$ cat src/hw/rtl/mbet_pkg.sv
package mbet_pkg;

  typedef enum logic [2:0] {
    ST_IDLE,
    ST_DIV_RE,
    ST_DIV_IM,
    ST_MUL_RR,
    ST_MUL_II,
    ST_MUL_RI,
    ST_UPDATE,
    ST_FINISH
  } mbet_state_t;

  localparam int CFG_IDX_W = 2;
  localparam logic [CFG_IDX_W-1:0] CFG_GRID_SIZE     = 2'd0;
  localparam logic [CFG_IDX_W-1:0] CFG_WINDOW_OFFSET = 2'd1;

  localparam logic [9:0]  GRID_RESET   = 10'd64;
  localparam logic [9:0]  GRID_MIN     = 10'd2;
  localparam logic [27:0] OFFSET_RESET = 28'd0;

  localparam int FRAC_BITS = 26;
  localparam int DIV_BITS  = 38;
  localparam int REM_W     = 11;
  localparam logic [5:0] DIV_LAST = 6'd37;

  // twice the window width of 3.5 in Q6.26
  localparam logic [DIV_BITS-1:0] WIN_W2 = 38'd469762048;

  localparam logic signed [39:0] RE_MIN  = -40'sd150994944;
  localparam logic signed [39:0] IM_MIN  = -40'sd117440512;
  localparam logic signed [39:0] BOX_POS = 40'sd134217728;
  localparam logic signed [39:0] BOX_NEG = -40'sd134217728;
  localparam logic signed [39:0] Q_MAX   = 40'sd2147483647;
  localparam logic signed [39:0] Q_MIN   = -40'sd2147483648;

endpackage

$ cat src/hw/rtl/mandelbrot_escape_time_top.sv
// Two 38-step restoring divisions map the pixel, then each iteration steps through
// ST_MUL_RR, ST_MUL_II, ST_MUL_RI and ST_UPDATE using one shared 32x32 multiplier.
// A new pixel is taken only after the last result is loaded into the output
// register, which waits while out_tready is low;
// in_tready is high only while the sequencer idles.
// Reset (rst_n low, synchronous): grid_size 64, window_offset 0, no result pending.
module mandelbrot_escape_time_top #(
  parameter int MAX_GRID        = 512,
  parameter int ITERATION_LIMIT = 400
) (
  input  logic                          clk,
  input  logic                          rst_n,
  input  logic                          in_tvalid,
  output logic                          in_tready,
  input  logic [23:0]                   in_tdata,   // pixel_row[8:0], pixel_column[17:9]
  output logic                          out_tvalid,
  input  logic                          out_tready,
  output logic [31:0]                   out_tdata,  // escape_count[8:0], result_address[26:9]
  input  logic                          cfg_valid,
  output logic                          cfg_ready,
  input  logic [mbet_pkg::CFG_IDX_W-1:0] cfg_index,
  input  logic [27:0]                   cfg_data
);
  import mbet_pkg::*;

  localparam int IW = $clog2(ITERATION_LIMIT + 1);

  mbet_state_t state_r, state_nxt;
  logic [9:0]  grid_r, grid_nxt;
  logic [27:0] offset_r, offset_nxt;
  logic        out_valid_r, out_valid_nxt;

  logic [8:0]            row_r, row_nxt;
  logic [17:0]           addr_r, addr_nxt;
  logic [DIV_BITS-1:0]   dvd_r, dvd_nxt;
  logic [REM_W-1:0]      rem_r, rem_nxt;
  logic [5:0]            cnt_r, cnt_nxt;
  logic signed [31:0]    cr_r, cr_nxt, ci_r, ci_nxt;
  logic signed [31:0]    zr_r, zr_nxt, zi_r, zi_nxt;
  logic signed [37:0]    sq_re_r, sq_re_nxt, sq_im_r, sq_im_nxt, cross_r, cross_nxt;
  logic [IW-1:0]         iter_r, iter_nxt, res_r, res_nxt;
  logic [8:0]            out_count_r, out_count_nxt;
  logic [17:0]           out_addr_r, out_addr_nxt;

  logic [8:0]            in_row, in_col;
  logic [18:0]           addr_full;
  logic [REM_W-1:0]      divisor;
  logic [REM_W:0]        rem_sh, rem_diff;
  logic                  div_ge;
  logic [REM_W-1:0]      rem_step;
  logic [DIV_BITS-1:0]   dvd_step;
  logic signed [31:0]    mul_a, mul_b;
  logic signed [63:0]    prod;
  logic signed [37:0]    prod_floor;
  logic signed [39:0]    nr, ni;
  logic                  escape;
  logic [IW+8:0]         count_ext;
  logic [9:0]            grid_wr;

  function automatic logic [DIV_BITS-1:0] dividend(input logic [8:0] p, input logic [9:0] g);
    logic [9:0] s;
    s = g - 10'd1;
    return DIV_BITS'(p) * WIN_W2 + DIV_BITS'(s);
  endfunction

  function automatic logic signed [31:0] sat_coord(input logic signed [39:0] lo,
                                                   input logic [27:0] off,
                                                   input logic [DIV_BITS-1:0] q);
    logic signed [39:0] sum;
    sum = lo + $signed({12'd0, off}) + $signed({2'd0, q});
    if (sum > Q_MAX) return Q_MAX[31:0];
    if (sum < Q_MIN) return Q_MIN[31:0];
    return sum[31:0];
  endfunction

  assign in_row     = in_tdata[8:0];
  assign in_col     = in_tdata[17:9];
  assign in_tready  = (state_r == ST_IDLE);
  assign cfg_ready  = 1'b1;
  assign out_tvalid = out_valid_r;
  assign out_tdata  = {5'd0, out_addr_r, out_count_r};

  assign addr_full = 19'(in_col) * 19'(grid_r) + 19'(in_row);

  // one restoring division step
  assign divisor  = {grid_r - 10'd1, 1'b0};
  assign rem_sh   = {rem_r, dvd_r[DIV_BITS-1]};
  assign rem_diff = rem_sh - {1'b0, divisor};
  assign div_ge   = (rem_sh >= {1'b0, divisor});
  assign rem_step = div_ge ? rem_diff[REM_W-1:0] : rem_sh[REM_W-1:0];
  assign dvd_step = {dvd_r[DIV_BITS-2:0], div_ge};

  always_comb begin
    case (state_r)
      ST_MUL_II: begin
        mul_a = zi_r;
        mul_b = zi_r;
      end
      ST_MUL_RI: begin
        mul_a = zr_r;
        mul_b = zi_r;
      end
      default: begin
        mul_a = zr_r;
        mul_b = zr_r;
      end
    endcase
  end

  assign prod       = mul_a * mul_b;
  assign prod_floor = prod[63:FRAC_BITS];

  assign nr = 40'(sq_re_r) - 40'(sq_im_r) + 40'(cr_r);
  assign ni = (40'(cross_r) <<< 1) + 40'(ci_r);
  assign escape = (nr < BOX_NEG) || (nr > BOX_POS) || (ni < BOX_NEG) || (ni > BOX_POS);

  assign count_ext = {9'd0, res_r};
  assign grid_wr   = cfg_data[9:0];

  always_comb begin
    state_nxt     = state_r;
    grid_nxt      = grid_r;
    offset_nxt    = offset_r;
    out_valid_nxt = out_valid_r && !out_tready;
    row_nxt       = row_r;
    addr_nxt      = addr_r;
    dvd_nxt       = dvd_r;
    rem_nxt       = rem_r;
    cnt_nxt       = cnt_r;
    cr_nxt        = cr_r;
    ci_nxt        = ci_r;
    zr_nxt        = zr_r;
    zi_nxt        = zi_r;
    sq_re_nxt     = sq_re_r;
    sq_im_nxt     = sq_im_r;
    cross_nxt     = cross_r;
    iter_nxt      = iter_r;
    res_nxt       = res_r;
    out_count_nxt = out_count_r;
    out_addr_nxt  = out_addr_r;

    if (cfg_valid) begin
      case (cfg_index)
        CFG_GRID_SIZE: begin
          if (grid_wr >= GRID_MIN && 32'(grid_wr) <= 32'(MAX_GRID)) grid_nxt = grid_wr;
        end
        CFG_WINDOW_OFFSET: offset_nxt = cfg_data;
        default: ;
      endcase
    end

    case (state_r)
      ST_IDLE: begin
        if (in_tvalid) begin
          row_nxt   = in_row;
          addr_nxt  = addr_full[17:0];
          dvd_nxt   = dividend(in_col, grid_r);
          rem_nxt   = '0;
          cnt_nxt   = '0;
          state_nxt = ST_DIV_RE;
        end
      end
      ST_DIV_RE: begin
        rem_nxt = rem_step;
        dvd_nxt = dvd_step;
        cnt_nxt = cnt_r + 6'd1;
        if (cnt_r == DIV_LAST) begin
          cr_nxt    = sat_coord(RE_MIN, offset_r, dvd_step);
          dvd_nxt   = dividend(row_r, grid_r);
          rem_nxt   = '0;
          cnt_nxt   = '0;
          state_nxt = ST_DIV_IM;
        end
      end
      ST_DIV_IM: begin
        rem_nxt = rem_step;
        dvd_nxt = dvd_step;
        cnt_nxt = cnt_r + 6'd1;
        if (cnt_r == DIV_LAST) begin
          ci_nxt    = sat_coord(IM_MIN, offset_r, dvd_step);
          zi_nxt    = sat_coord(IM_MIN, offset_r, dvd_step);
          zr_nxt    = cr_r;
          iter_nxt  = IW'(1);
          state_nxt = ST_MUL_RR;
        end
      end
      ST_MUL_RR: begin
        sq_re_nxt = prod_floor;
        state_nxt = ST_MUL_II;
      end
      ST_MUL_II: begin
        sq_im_nxt = prod_floor;
        state_nxt = ST_MUL_RI;
      end
      ST_MUL_RI: begin
        cross_nxt = prod_floor;
        state_nxt = ST_UPDATE;
      end
      ST_UPDATE: begin
        if (escape) begin
          res_nxt   = iter_r;
          state_nxt = ST_FINISH;
        end else if (iter_r == IW'(ITERATION_LIMIT)) begin
          res_nxt   = '0;
          state_nxt = ST_FINISH;
        end else begin
          iter_nxt  = iter_r + IW'(1);
          zr_nxt    = nr[31:0];
          zi_nxt    = ni[31:0];
          state_nxt = ST_MUL_RR;
        end
      end
      ST_FINISH: begin
        if (!out_valid_r || out_tready) begin
          out_count_nxt = count_ext[8:0];
          out_addr_nxt  = addr_r;
          out_valid_nxt = 1'b1;
          state_nxt     = ST_IDLE;
        end
      end
      default: state_nxt = ST_IDLE;
    endcase
  end

  always_ff @(posedge clk) begin
    if (!rst_n) begin
      state_r     <= ST_IDLE;
      grid_r      <= GRID_RESET;
      offset_r    <= OFFSET_RESET;
      out_valid_r <= 1'b0;
    end else begin
      state_r     <= state_nxt;
      grid_r      <= grid_nxt;
      offset_r    <= offset_nxt;
      out_valid_r <= out_valid_nxt;
    end
  end

  always_ff @(posedge clk) begin
    row_r       <= row_nxt;
    addr_r      <= addr_nxt;
    dvd_r       <= dvd_nxt;
    rem_r       <= rem_nxt;
    cnt_r       <= cnt_nxt;
    cr_r        <= cr_nxt;
    ci_r        <= ci_nxt;
    zr_r        <= zr_nxt;
    zi_r        <= zi_nxt;
    sq_re_r     <= sq_re_nxt;
    sq_im_r     <= sq_im_nxt;
    cross_r     <= cross_nxt;
    iter_r      <= iter_nxt;
    res_r       <= res_nxt;
    out_count_r <= out_count_nxt;
    out_addr_r  <= out_addr_nxt;
  end

  a_accept_starts_div: assert property (@(posedge clk) disable iff (!rst_n)
    (in_tvalid && in_tready) |=> (state_r == ST_DIV_RE))
    else $error("accepted request did not start the real-axis division");

  a_div_count_bound: assert property (@(posedge clk) disable iff (!rst_n)
    (state_r == ST_DIV_RE || state_r == ST_DIV_IM) |-> (cnt_r <= DIV_LAST))
    else $error("division step count overran");

  a_iter_bound: assert property (@(posedge clk) disable iff (!rst_n)
    (state_r == ST_UPDATE) |-> (iter_r != '0 && iter_r <= IW'(ITERATION_LIMIT)))
    else $error("iteration count out of range");

  a_finish_waits: assert property (@(posedge clk) disable iff (!rst_n)
    (state_r == ST_FINISH && out_valid_r && !out_tready) |=> (state_r == ST_FINISH))
    else $error("pending result overwritten");

  a_no_accept_busy: assert property (@(posedge clk) disable iff (!rst_n)
    (state_r != ST_IDLE) |-> !in_tready)
    else $error("input ready while a pixel is in progress");

endmodule

$ cat config.mk
export PLATFORM = sky130hd
export DESIGN_NAME = mandelbrot_escape_time_top
export DESIGN_NICKNAME = d
export VERILOG_FILES = /design/src/hw/rtl/mbet_pkg.sv /design/src/hw/rtl/mandelbrot_escape_time_top.sv
export SDC_FILE = /design/constraint.sdc
export NUM_CORES = 2
export LEC_CHECK = 0
export BUFFER_PORTS_ARGS = -buffer_cell sky130_fd_sc_hd__buf_4
export CAP_MARGIN = 10
export CORE_ASPECT_RATIO = 1.2
export CORE_UTILIZATION = 60
export DETAILED_ROUTE_END_ITERATION = 16
export GPL_ROUTABILITY_DRIVEN = 0
export MAX_ROUTING_LAYER = met4
export PLACE_DENSITY = 0.76
export SLEW_MARGIN = 0
export SYNTH_ARGS = -nofsm -noshare
export SYNTH_HDL_FRONTEND = slang
export SYNTH_SLANG_ARGS = --single-unit
$ cat constraint.sdc
create_clock -name clk -period 9.7 [get_ports clk]
set_input_delay 1.94 -clock clk [delete_from_list [all_inputs] [get_ports clk]]
set_output_delay 1.94 -clock clk [all_outputs]
set_load 0.01 [all_outputs]
==> metrics.txt <==
total track usage 34.8%; final WL 178,000 um; count of buffers from port buffering 81; portion of total power attributed to the clock network 5.8%; slowest cell delay on critical path 0.67 ns; clock tree from TritonCTS done; Worst path most repeated cell fa_1; Leakage 33.1 nW; share of total power consumed by net switching 50.0%; vias per cell 5.94; number of nets still failing antenna checks after routing 0; netlist area before placement 64,000 um^2; vias after detailed routing 49,103; number of enable-type register cells in the synthesized netlist 369; Reg power frac 16.4%; total count of max-transition violations in the final report 0; Max IR drop VDD 0.000739 V; final layout net count 8,536; most common cell after layout, fill and taps aside inv_1; power density cells 386 nW/um^2; total area of sequential cells 11,900 um^2; remaining design rule violation count 0; Starting DRT DRC Count 4,708; Yosys warning total 0; multiplexer share of the synthesized area 2.05%; commonest cells after routing, fill and taps aside 1,312 x inv_1, 1,200 x fa_1, 865 x nand2_1; worst clock skew 0.0186 ns; prevailing post-synth register cell edfxtp_1; antenna violations before repair 0; final setup violation count 0; Post-synth ARST share 0%; slowest stage cell, crit path dfxtp_1; vertical extent of the die 360 um; core area 105,000 um^2; adder and majority cell fraction of the synthesized area 45.9%; Clock Sinks 411; sum of overflow across all layers after global routing 0; CTS Root Buffer Type clkbuf_16; library cells used by synthesis 102; largest fanout on the critical path 29; maximum number of pins on one net before global-route repair 70; count of maximum capacitance violations 0; share of the clock period used by the worst path 97.2%; kind of start point of the critical path flip-flop; final period demand of the worst path 9.43 ns; worst skew pair latency 0.57 ns; required time reported for the critical path endpoint 10.00 ns; achievable clock frequency 0.106 GHz; relative max-transition margin 24.7%; net switching power of the design 13.5 mW; Min-Delay Path Class flip-flop to flip-flop; Tot Pwr 27.0 mW; global-route wire length before repair 281,000 um; Clock H-tree levels 2; post-synthesis share of cell area spent on xor and xnor gates 2.76%; post-synthesis share of cell area spent on and, or, nand and nor gates 12.7%; combined area of the multi-input logic cells 46,400 um^2; data arrival time of the critical path 9.73 ns; post-synthesis cell count 6,700; main combinational cell family by area after synthesis adder cells; worst slew pin tran 1.12 ns; die outline area 108,000 um^2; clock edge transition at the registers on the reported setup and hold paths 0.06 ns; Worst setup EP type flip-flop; initial core utilization 60.8%; number of synthesized register bits 411; placed cell areas 68,300 um^2; buffer depth of the longest clock path 3; ports placed on the boundary 94; number of placement rows 130; width of the chip 300 um; combinational share of power 77.8%; via count of the first global-routing pass 51,313; cell-internal power 13.5 mW; sequential-to-total area share from yosys stat 18.6%; layout overhead on the synthesized area 9.19%; Synth Area in Compound Gates 8.52%; critical path class flip-flop to flip-flop; synthesized area divided by synthesized cell count 9.55 um^2; share of final-layout standard cells stronger than drive strength 1 8.75%; number of buffers added by the clock tree synthesis step 39; average wire per standard cell 21.5 um; number of fill cells in the layout 8,018; status completed; post-route design area 69,900 um^2; Fin. Hold Viols 0; number of optimization iterations in the first detailed-route pass 7; DP Wirelength 147,000 um
==> final cells by class <==
class	instances	share of cell area (%)
multi-input combinational	4711	66.4
tap	1386	2.48
timing repair buffer	375	5.09
clock inverter	26	0.354
inverter	1314	7.07
sequential	411	17.1
antenna	1	0.00358
clock buffer	46	1.51
==> flip-flops by register name, summed over array words and instances, names as in the netlist, 10 cells and up <==
signal and cells:
zr_r 32, out_addr_r 18, ci_r 32, sq_re_r 38
cr_r 32, sq_im_r 38, rem_r 11, addr_r 18
dvd_r 38, zi_r 32, grid_r 10, cross_r 38
offset_r 28
==> path summary, 6_finish.rpt <==
path                                              start                 endpoint  cells after the start  slack, ns
worst max-delay path            state_r[2]$_SDFFE_PN0P_    cross_r[37]$_DFFE_PP_                     33       0.27
worst min-delay path                addr_r[6]$_DFFE_PP_  out_addr_r[6]$_DFFE_PP_                      0       0.41
worst max register to register  state_r[2]$_SDFFE_PN0P_    cross_r[37]$_DFFE_PP_                     33       0.27
worst min register to register      addr_r[6]$_DFFE_PP_  out_addr_r[6]$_DFFE_PP_                      0       0.41
==> synthesized netlist by cell type (18+ instances only) <==
master	instances	area, um^2
clkbuf_1	231	867
and3_1	22	138
a31oi_1	26	163
and2_1	69	432
a21o_1	94	706
xor2_1	67	587
nor4_1	23	144
inv_1	1313	4930
nand2b_1	33	206
a211oi_1	20	150
xnor2_1	135	1180
buf_1	21	78.8
nor3_1	37	185
edfxtp_1	369	11100
a21boi_0	40	300
o21bai_1	44	330
nor2_1	653	2450
nand3_1	54	270
a21oi_1	206	1030
ha_1	424	5310
dfxtp_1	42	841
nor2b_1	34	213
o21ai_0	204	1020
or3_1	18	113
fa_1	1201	24000
mux2_2	43	484
o21a_1	30	225
nand2_1	869	3260
nand4_1	39	244
mux2i_1	83	831
==> per-stage QoR <==
step	TNS, ns	instances	setup slack [ns]	utilization (%)	hold slack [ns]
3_5_place_dp	-0.845	8181	-0.0746	64.9	0.405
5_1_grt	-0.00466	8269	-0.00243	66.4	0.425
4_1_cts	0	8257	0.00362	66.1	0.414
3_3_place_gp	-0.320	8181	-0.0655	64.9	0.404
2_1_floorplan	0	6704	0.320	-	0.400
6_report	0	8270	0.274	66.4	0.412
==> power by group through the flow <==
stage	Clock [mW]	Sequential, mW	Combinational [mW]
6_report	1.57	4.41	21.0
4_1_cts	1.59	4.41	20.2
5_1_grt	1.65	4.44	22.8
3_3_place_gp	0	4.44	19.5
2_1_floorplan	0	4.38	12.1
3_5_place_dp	0	4.45	19.9
==> cell families after synthesis <==
family | Yosys count
AND/OR/NAND/NOR | 1912
adder cells (fa/ha/maj) | 1625
buffers and inverters | 1582
AO/OA/AOI/OAI | 840
flip-flops | 411
XOR/XNOR | 202
multiplexers | 126
other | 2
==> routing by layer <==
metal	vias up	wire length [um]	global-route usage (%)
li1	21290	-	-
met1	24440	63000	42.0
met2	2710	86500	56.7
met3	663	16400	4.83
met4	0	12300	18.8
met5	-	0	-
==> critical path, delay by kind of cell, from the launching register on <==
family                     cells  cell delay [ns]
muxes                          1             0.34
xor gates and xnor gates       1             0.13
adders and majority gates      9             4.36
buffers and inverters          9             1.23
AOI/OAI and AO/OA             10             1.92
DFF                            1             0.67
and+or+nand+nor                3             0.46
==> repair_timing <==
action                                  4_1_cts  5_1_grt
resized for setup                             3       29
cloned                                        0        3
pin swaps                                     1        5
endpoints found under the hold margin         0        0
endpoints found under the setup margin       36       60
hold buffers                                  0        0
setup buffers                                 4        7
Note: power is estimated with default switching activity, not from simulation.
